--- src/rtl/sspc_pkg.sv ---
package sspc_pkg;

  // Default sizing of the side stack and of one sequence value.
  localparam int DEF_STACK_DEPTH = 1024;
  localparam int DEF_VALUE_BITS  = 16;

  // Commands from the controller to the datapath.
  typedef struct packed {
    logic accept;  // take the arriving value: emit, push or flag overflow
    logic pop;     // drop the stack top, advance the counter, read the new top
    logic fetch;   // load the stack top register from the memory read data
    logic emit;    // register the result and return to the start state
  } cmd_t;

  // Status from the datapath to the controller.
  typedef struct packed {
    logic top_match;  // stack is not empty and its top equals the counter
    logic last;       // the item in work is the final one of its sequence
  } status_t;

endpackage

--- src/rtl/sspc_ctrl.sv ---
module sspc_ctrl (
  input  logic             clk,
  input  logic             rst,
  input  logic             in_valid,
  output logic             in_stall,
  output logic             out_valid,
  input  logic             out_stall,
  input  sspc_pkg::status_t st,
  output sspc_pkg::cmd_t    cmd
);
  import sspc_pkg::*;

  localparam logic [1:0] ST_IDLE  = 2'd0;
  localparam logic [1:0] ST_DRAIN = 2'd1;
  localparam logic [1:0] ST_FETCH = 2'd2;
  localparam logic [1:0] ST_EMIT  = 2'd3;

  logic [1:0] state;
  logic [1:0] state_next;
  logic       out_valid_next;
  logic       out_free;

  // The output register can take a new result when empty or being drained.
  assign out_free = !out_valid || !out_stall;
  assign in_stall = (state != ST_IDLE);

  // Sequencer: take an item, pop the stack while its top matches, and emit the result after a final item.
  always_comb begin
    state_next = state;
    cmd        = '0;
    case (state)
      ST_IDLE: begin
        if (in_valid) begin
          cmd.accept = 1'b1;
          state_next = ST_DRAIN;
        end
      end
      ST_DRAIN: begin
        if (st.top_match) begin
          cmd.pop    = 1'b1;
          state_next = ST_FETCH;
        end else if (st.last) begin
          state_next = ST_EMIT;
        end else begin
          state_next = ST_IDLE;
        end
      end
      ST_FETCH: begin
        cmd.fetch  = 1'b1;
        state_next = ST_DRAIN;
      end
      ST_EMIT: begin
        if (out_free) begin
          cmd.emit   = 1'b1;
          state_next = ST_IDLE;
        end
      end
      default: begin
        state_next = ST_IDLE;
      end
    endcase
  end

  // The result stays valid until the receiver takes the transfer.
  always_comb begin
    if (cmd.emit) begin
      out_valid_next = 1'b1;
    end else if (!out_stall) begin
      out_valid_next = 1'b0;
    end else begin
      out_valid_next = out_valid;
    end
  end

  always_ff @(posedge clk) begin
    if (rst) begin
      state     <= ST_IDLE;
      out_valid <= 1'b0;
    end else begin
      state     <= state_next;
      out_valid <= out_valid_next;
    end
  end

  // Every accepted item gets a drain check in the next cycle.
  a_accept_drain: assert property (@(posedge clk) disable iff (rst)
    cmd.accept |=> state == ST_DRAIN)
    else $error("accepted item not followed by a drain check");

  // A pop is always followed by loading the new stack top.
  a_pop_fetch: assert property (@(posedge clk) disable iff (rst)
    cmd.pop |=> cmd.fetch)
    else $error("pop not followed by a top fetch");

  // An emitted result is presented in the following cycle.
  a_emit_valid: assert property (@(posedge clk) disable iff (rst)
    cmd.emit |=> out_valid)
    else $error("emitted result not presented");

endmodule

--- config.mk ---
export PLATFORM = sky130hd
export DESIGN_NAME = sspc_ctrl
export DESIGN_NICKNAME = d
export VERILOG_FILES = /design/src/rtl/sspc_pkg.sv /design/src/rtl/sspc_ctrl.sv
export SDC_FILE = /design/constraint.sdc
export NUM_CORES = 1
export LEC_CHECK = 0
export BUFFER_PORTS_ARGS = -buffer_cell sky130_fd_sc_hd__buf_2
export CAP_MARGIN = 20
export CORE_AREA = 3 3 40 42
export CTS_BUF_LIST = sky130_fd_sc_hd__clkbuf_4 sky130_fd_sc_hd__clkbuf_8 sky130_fd_sc_hd__clkbuf_16
export DETAILED_ROUTE_END_ITERATION = 8
export DIE_AREA = 0 0 43 45
export PLACE_DENSITY = 0.4
export SYNTH_ARGS = -nofsm -noshare
export SYNTH_HDL_FRONTEND = slang
export SYNTH_SLANG_ARGS = --single-unit
--- constraint.sdc ---
create_clock -name clk -period 1.5 [get_ports clk]
set_input_delay 0.3 -clock clk [delete_from_list [all_inputs] [get_ports clk]]
set_output_delay 0.3 -clock clk [all_outputs]
set_load 0.03 [all_outputs]
After elaboration in Yosys (flattened, before gate mapping)
Cells that the tools add are included.
{"block": "word_totals", "reg_bits": 3, "input_bits": 6, "output_inout_bits": 6, "word_cells": 28}
{"block": "classes", "eq_ne": 6, "muxes": 14, "reduce_logical": 6}
{"cell": "two-way mux 1 bit", "count": 9}
{"cell": "two-way mux 2 bit", "count": 4}
{"cell": "case mux 2 bit (4 select lines)", "count": 1}
{"cell": "== test 2 bit (second input constant)", "count": 2}
{"cell": "inequality test 2 bit (second input constant)", "count": 2}
{"cell": "== test 2 x 1 -> 1 bit (second input constant)", "count": 1}
{"cell": "logical NOT 1 bit", "count": 2}
{"cell": "logical NOT 2 bit", "count": 1}
{"cell": "inequality test 2 x 1 -> 1 bit (second input constant)", "count": 1}
{"cell": "AND reduction 2 bit", "count": 1}
{"cell": "nonzero test 2 bit", "count": 1}
{"cell": "logical OR 1 bit", "count": 1}

Longest topological paths before layout
Gate-level depths: netlist of the first run.
{"block": "logic_depth", "depth_word": 5, "mapped_depth": 3, "ltp_nobuf": 3}

Least setup slack after synthesis of the first run
OpenSTA, ideal clock, no wires.
{"block": "synth_path", "path_type": "register -> output", "startpoint": "register state[1]", "endpoint": "output cmd[3] in the netlist's numbering", "arrival_ps": 1161, "t_required_ps": 1200, "slack_ps": 39, "path_stages_with_launch": 3, "cell_sequence": "dfxtp_1 -> or2_2 -> nor2_1"}
{"item": "start, declared", "line": "sspc_ctrl.sv:18", "source": "logic [1:0] state;"}
{"item": "start signal, assigned", "line": "sspc_ctrl.sv:80", "source": "state <= state_next;"}
{"item": "end, declared", "line": "sspc_ctrl.sv:9", "source": "output sspc_pkg::cmd_t cmd"}

==> results.md, run 1 <==
* Core Box Area at 1280 sq um
* Yosys cell types at 12
* CP Class: reg -> out
* Postcts setup bufs at 0
* XOR/XNOR Fraction of Synth Area at 0%
* Critical Path Fanout Max at 7
* Yosys top cell by area: dfxtp_1
* Period utilization at 95.1%
* P_sw at 88.3 uW
* FP Rows at 13
* Mux share of post-synthesis cell area at 0%
* CTS Hold Buffers Added at 0
* Syn Area/Cell at 7.57 sq um
* RR Endpoint: state[1]
* P_leak at 0.000126 uW
* Compound-gate portion of the synthesized area at 21.5%
* Clock Sinks at 3
* GR met3 Demand/Resource at 6.37%
* Final hold vios at 0
* DIE AREA at 1940 sq um
* Seq pwr share at 29.0%
* CTS tree: built
* Simple-Gate Fraction of Synth Area at 28.9%
* Flop-to-flop setup slack at 600 ps
* Diodes inserted at 0
* First-pass GRT wire length at 752 um
* WL/cell at 8.63 um
* Post-Synth Adder-Cell Area at 0%
* Top Usage Layer GRT: met1
* Layout cells sized above 1 at 55.9%
* Clock Latency Late Sink at 240 ps
* Commonest non-fill, non-tap cell in the layout: buf_2
* Slew at the pin closest to its max-slew limit at 286 ps
* Max-slew violation count at 0
* H-tree depth at 1
* Cts bufs inserted at 3
* Mapped Cells at 20
* Max Clk Rate at 701 MHz
* Power Density at 1210 nW/um^2
* Max cap viols at 0
* Clk_skew at 6.25 ps
* Comb pwr share at 17.4%
* CTS Root Cell: clkbuf_4
* DRT antenna net count at 0
* Outcome: completed
* Drt pass-1 iters at 2
* Clock buffer depth at 2
* Grt ovf at 0
* Hold WC Path Type: in -> reg
* Sequential area share after synthesis at 39.7%
* Largest net degree at the start of global routing at 8
* Cells on worst reg2reg path at 2
* Initial Util at 11.8%
* Crit path required time at 1200 ps
* M2 GR Usage at 5.39%
* Int Pwr at 224 uW
* Worst Path Arrival at 1130 ps
* Number of DRC markers in iteration 0 at 9
* Vias at 184
* Die H at 45 um
* RSZ-0062 raised after global routing: false
* Clock Power Share at 53.7%
* HPWL after DPL at 325 um
* Min-delay src: rst
* Vias per cell at 3.76
* Reg clk slew, reported paths at 40 ps
* Port Buffers at 11
* Peak supply drop at 0.366 mV
* Met1 Use GR at 7.71%
* Max_slew headroom at 80.9%
* GP Congestion at 0.653
* Worst Setup End Kind: output pin
* Nets@finish at 41
* Initial antenna violation count at 0
* Flops & latches, synth at 3
* Hold depth at 2
* End point of the worst hold path: state[1]
* TNS Setup at 0 ps
* Crit start category: flop
* Setup violation total in the final timing report at 0
* Area Growth Syn to Fin at 71.1%
* Number of global-route vias before repair at 169
* Final WL at 423 um
* CTS resizes at 0
* Synth area leaders: dfxtp_1, a21oi_1, nand2_1
* YS warnings at 0
* Cells after DPL at 45
* Largest family of logic cells by synthesized area: simple AND/OR/NAND/NOR gates
* I/O Pins at 12
* Yosys top cell area share at 39.7%
* Commonest non-fill, non-tap cells in the layout: buf_2, clkbuf_4, nand2_1
* Fin cells at 49
* Total track usage at 6.24%
* Drc violations at 0
* Die width at 43 um
* Syn Nets at 26
* Min Tclk post-route at 1430 ps
* Sw Ratio at 28.3%
* Post-synthesis cell area at 151 sq um
* RR Startpoint: out_valid
-- critical path: stages (launching register included) --
cell and delay [ps]:
dfxtp_2 340, or2_2 300, nor2_1 90, buf_4 160
-- stage by stage --
stage / utilization, % / area (sq um) / hold slack (ps) / setup WS, ps / power (uW)
6_report: 20.2 / 259 / 249 / 73.7 / 313
5_1_grt: 20.2 / 259 / 252 / 0.0639 / 334
4_1_cts: 19.3 / 248 / 251 / 14.4 / 317
3_5_place_dp: 16.9 / 218 / 499 / 278 / 143
3_3_place_gp: 16.9 / 218 / 507 / 278 / 144
2_1_floorplan: - / 151 / 369 / 38.9 / 125
-- cell type report --
cell class	instances	area, sq um
Timing Repair Buffer	11	60.1
Clock buffer	4	30.0
Tap cell	15	18.8
Inverter	2	7.51
Fill cell	151	1030
Sequential cell	3	62.6
Multi-Input combinational cell	14	80.1
-- sequential cells by signal, summed over array words and instances, names as in the netlist --
name and flops:
out_valid 1, state 2
-- power groups by stage --
stage	Sequential (uW)	Combinational (uW)	Clock, uW
after floorplan	90.7	33.8	0
after global placement	91.0	53.1	0
after detailed placement	91.0	52.4	0
after CTS	89.6	52.7	174
after global routing	91.6	59.8	183
final	90.5	54.3	168
-- cell families after synthesis --
logic type,Yosys count
and+or+nand+nor,9
AOI/OAI and AO/OA,5
DFF,3
buffers and inverters,3
-- routing by layer --
metal | up-vias | share of wire, %
li1 | 97 | -
met1 | 71 | 47
met2 | 14 | 28
met3 | 2 | 23
met4 | 0 | 2.4
met5 | - | 0
-- synth_stat cells --
master and number:
nand2_1 3, a21oi_1 3, a211oi_1 1, inv_1 2, nand3b_1 1, or2_2 1, nor2_1 2, a2111oi_1 1
nor3_1 1, dfxtp_1 3, buf_4 1, nor2b_1 1
-- how the worst max path moves through the flow --
stage | from | to | slack (ps) | depth (start not counted)
5_1_grt | state[1] | cmd[3] | 0.06 | 3
3_5_place_dp | state[1] | cmd[3] | 280 | 3
2_1_floorplan | state[1] | cmd[3] | 40 | 2
3_3_place_gp | state[1] | cmd[3] | 280 | 3
4_1_cts | state[1] | cmd[3] | 10 | 3
6_report | state[1] | cmd[3] | 70 | 3
(Power assumes the default switching activity.)
==> inputs of run 2 (changes only) <==
- CORE_AREA: 3 3 40 42 -> 5 5 42 44
- DIE_AREA: 0 0 43 45 -> 0 0 47 49
==> run 2 against run 1 <==
  * Cell count grew 2.0%
  * Critical path type unchanged
  * Sequential share of layout area increased by 0.24 points
  * Largest power group unchanged
  * Critical path depth is the same
==> results.md, run 2 (synthesized netlist as in run 1, its figures left out) <==
* Vias per cell at 3.52
* Largest net degree at the start of global routing at 8
* HPWL after DPL at 355 um
* Overall power at 301 uW
* Outcome: completed
* CP top delay family: simple AND/OR/NAND/NOR gates
* Worst Setup End Kind: output pin
* Post-Route Utilization at 18.3%
* Met3 routed WL at 54 um
* Setup WS post-layout at 77.4 ps
* CP Class: reg -> out
* DR WL met2 at 214 um
* Crit path cell chain: or2_2 -> nor2_1 -> buf_4
* CTS Hold Buffers Added at 0
* Area Growth Syn to Fin at 69.4%
* Initial Util at 10.8%
* Number of global-route vias before repair at 201
* Final hold vios at 0
* Final WL at 409 um
* CTS tree: built
* Total track usage at 4.57%
* WHS at 262 ps
* Metal1 wirelength at 140 um
* First-pass GRT wire length at 703 um
* Clock Sinks at 3
* Slowest CP cell: dfxtp_2
* Clock Latency Late Sink at 230 ps
* Die H at 49 um
* Crit start category: flop
* I/O Pins at 12
* Vias at 176
* FP Rows at 14
* Cts bufs inserted at 3
* Setup violation total in the final timing report at 0
* Max-slew violation count at 0
* Dpl ws at 252 ps
* Grt ovf at 0
* Die width at 47 um
* Hold WC Path Type: in -> reg
* Commonest non-fill, non-tap cell in the layout: buf_2
* Power Density at 1170 nW/um^2
* Max reg flops at 2
* DRT antenna net count at 0
* Min Tclk post-route at 1420 ps
* Core Box Area at 1400 sq um
* GP Congestion at 0.617
* Max_slew headroom at 81.1%
* DIE AREA at 2300 sq um
* Critical Path Fanout Max at 7
* Crit path required time at 1200 ps
* Port Buffers at 11
* Diodes inserted at 0
* Top Registers: state: 2 flops, out_valid: 1 flops
* Reg clk slew, reported paths at 40 ps
* WL/cell at 8.18 um
* Top reg by flops: state
* P_leak at 0.000126 uW
* Max cap viols at 0
* Number of DRC markers in iteration 0 at 0
* CP Buf/Inv Count at 1
* TNS Setup at 0 ps
* RSZ-0062 raised after global routing: false
* Critical Path Max Stage Delay at 340 ps
* DR top layer: met3
* Layout cells sized above 1 at 52.9%
* Clock buffer depth at 2
* Max Clk Rate at 703 MHz
* Peak supply drop at 0.390 mV
* Period utilization at 94.8%
* Commonest non-fill, non-tap cells in the layout: buf_2, clkbuf_4, nand2_1, a21oi_1
* # fillers at 179
* H-tree depth at 1
* Clk_skew at 1.40 ps
* Drc violations at 0
* Worst Path Arrival at 1120 ps
* Nets@finish at 41
* CTS Root Cell: clkbuf_4
* Drt pass-1 iters at 1
* Postcts setup bufs at 0
* Slew at the pin closest to its max-slew limit at 282 ps
* Initial antenna violation count at 0
==> run 2: path summary, 6_finish.rpt <==
kind | startpoint | endpoint | slack (ps) | cells after the start
max | state[1] | cmd[3] | 80 | 3
min | rst | state[1] | 260 | 2
max reg2reg | state[1] | state[1] | 620 | 2
min reg2reg | out_valid | out_valid | 500 | 2
==> run 2: through the flow <==
step                area, sq um  instances
global route                256         50
floorplan                   151         20
CTS                         249         50
finish                      256         50
detailed placement          219         46
global placement            219         46
==> run 2: repair_timing <==
| item | CTS | global route |
|---|---|---|
| resized for setup | 0 | 5 |
| endpoints found under the setup margin | 0 | 2 |
| hold endpoints to repair | 0 | 0 |
==> run 2: cell type report <==
type                            instances  area (sq um)  share of cell area [%]
Inverter                                2          7.51                    2.93
Clock buffer                            4          30.0                    11.7
Tap cell                               16          20.0                    7.80
Sequential cell                         3          62.6                    24.4
Multi-Input combinational cell         14          76.3                    29.8
Timing Repair Buffer                   11          60.1                    23.4
==> run 2: metal layers <==
layer | up-vias | track usage (%)
met1 | 76 | 3.28
met5 | - | 0
met2 | 5 | 7.24
met3 | 0 | 6.64
met4 | 0 | 0
li1 | 95 | -
==> run 2: report_power, final <==
group | internal (uW) | total (uW) | switching [uW] | leakage [uW]
clock network | 118 | 157 | 39.0 | 0.0000184
logic | 20.7 | 53.7 | 32.9 | 0.0000825
registers | 85.3 | 91.2 | 5.90 | 0.0000253
total | 224 | 301 | 77.8 | 0.000126
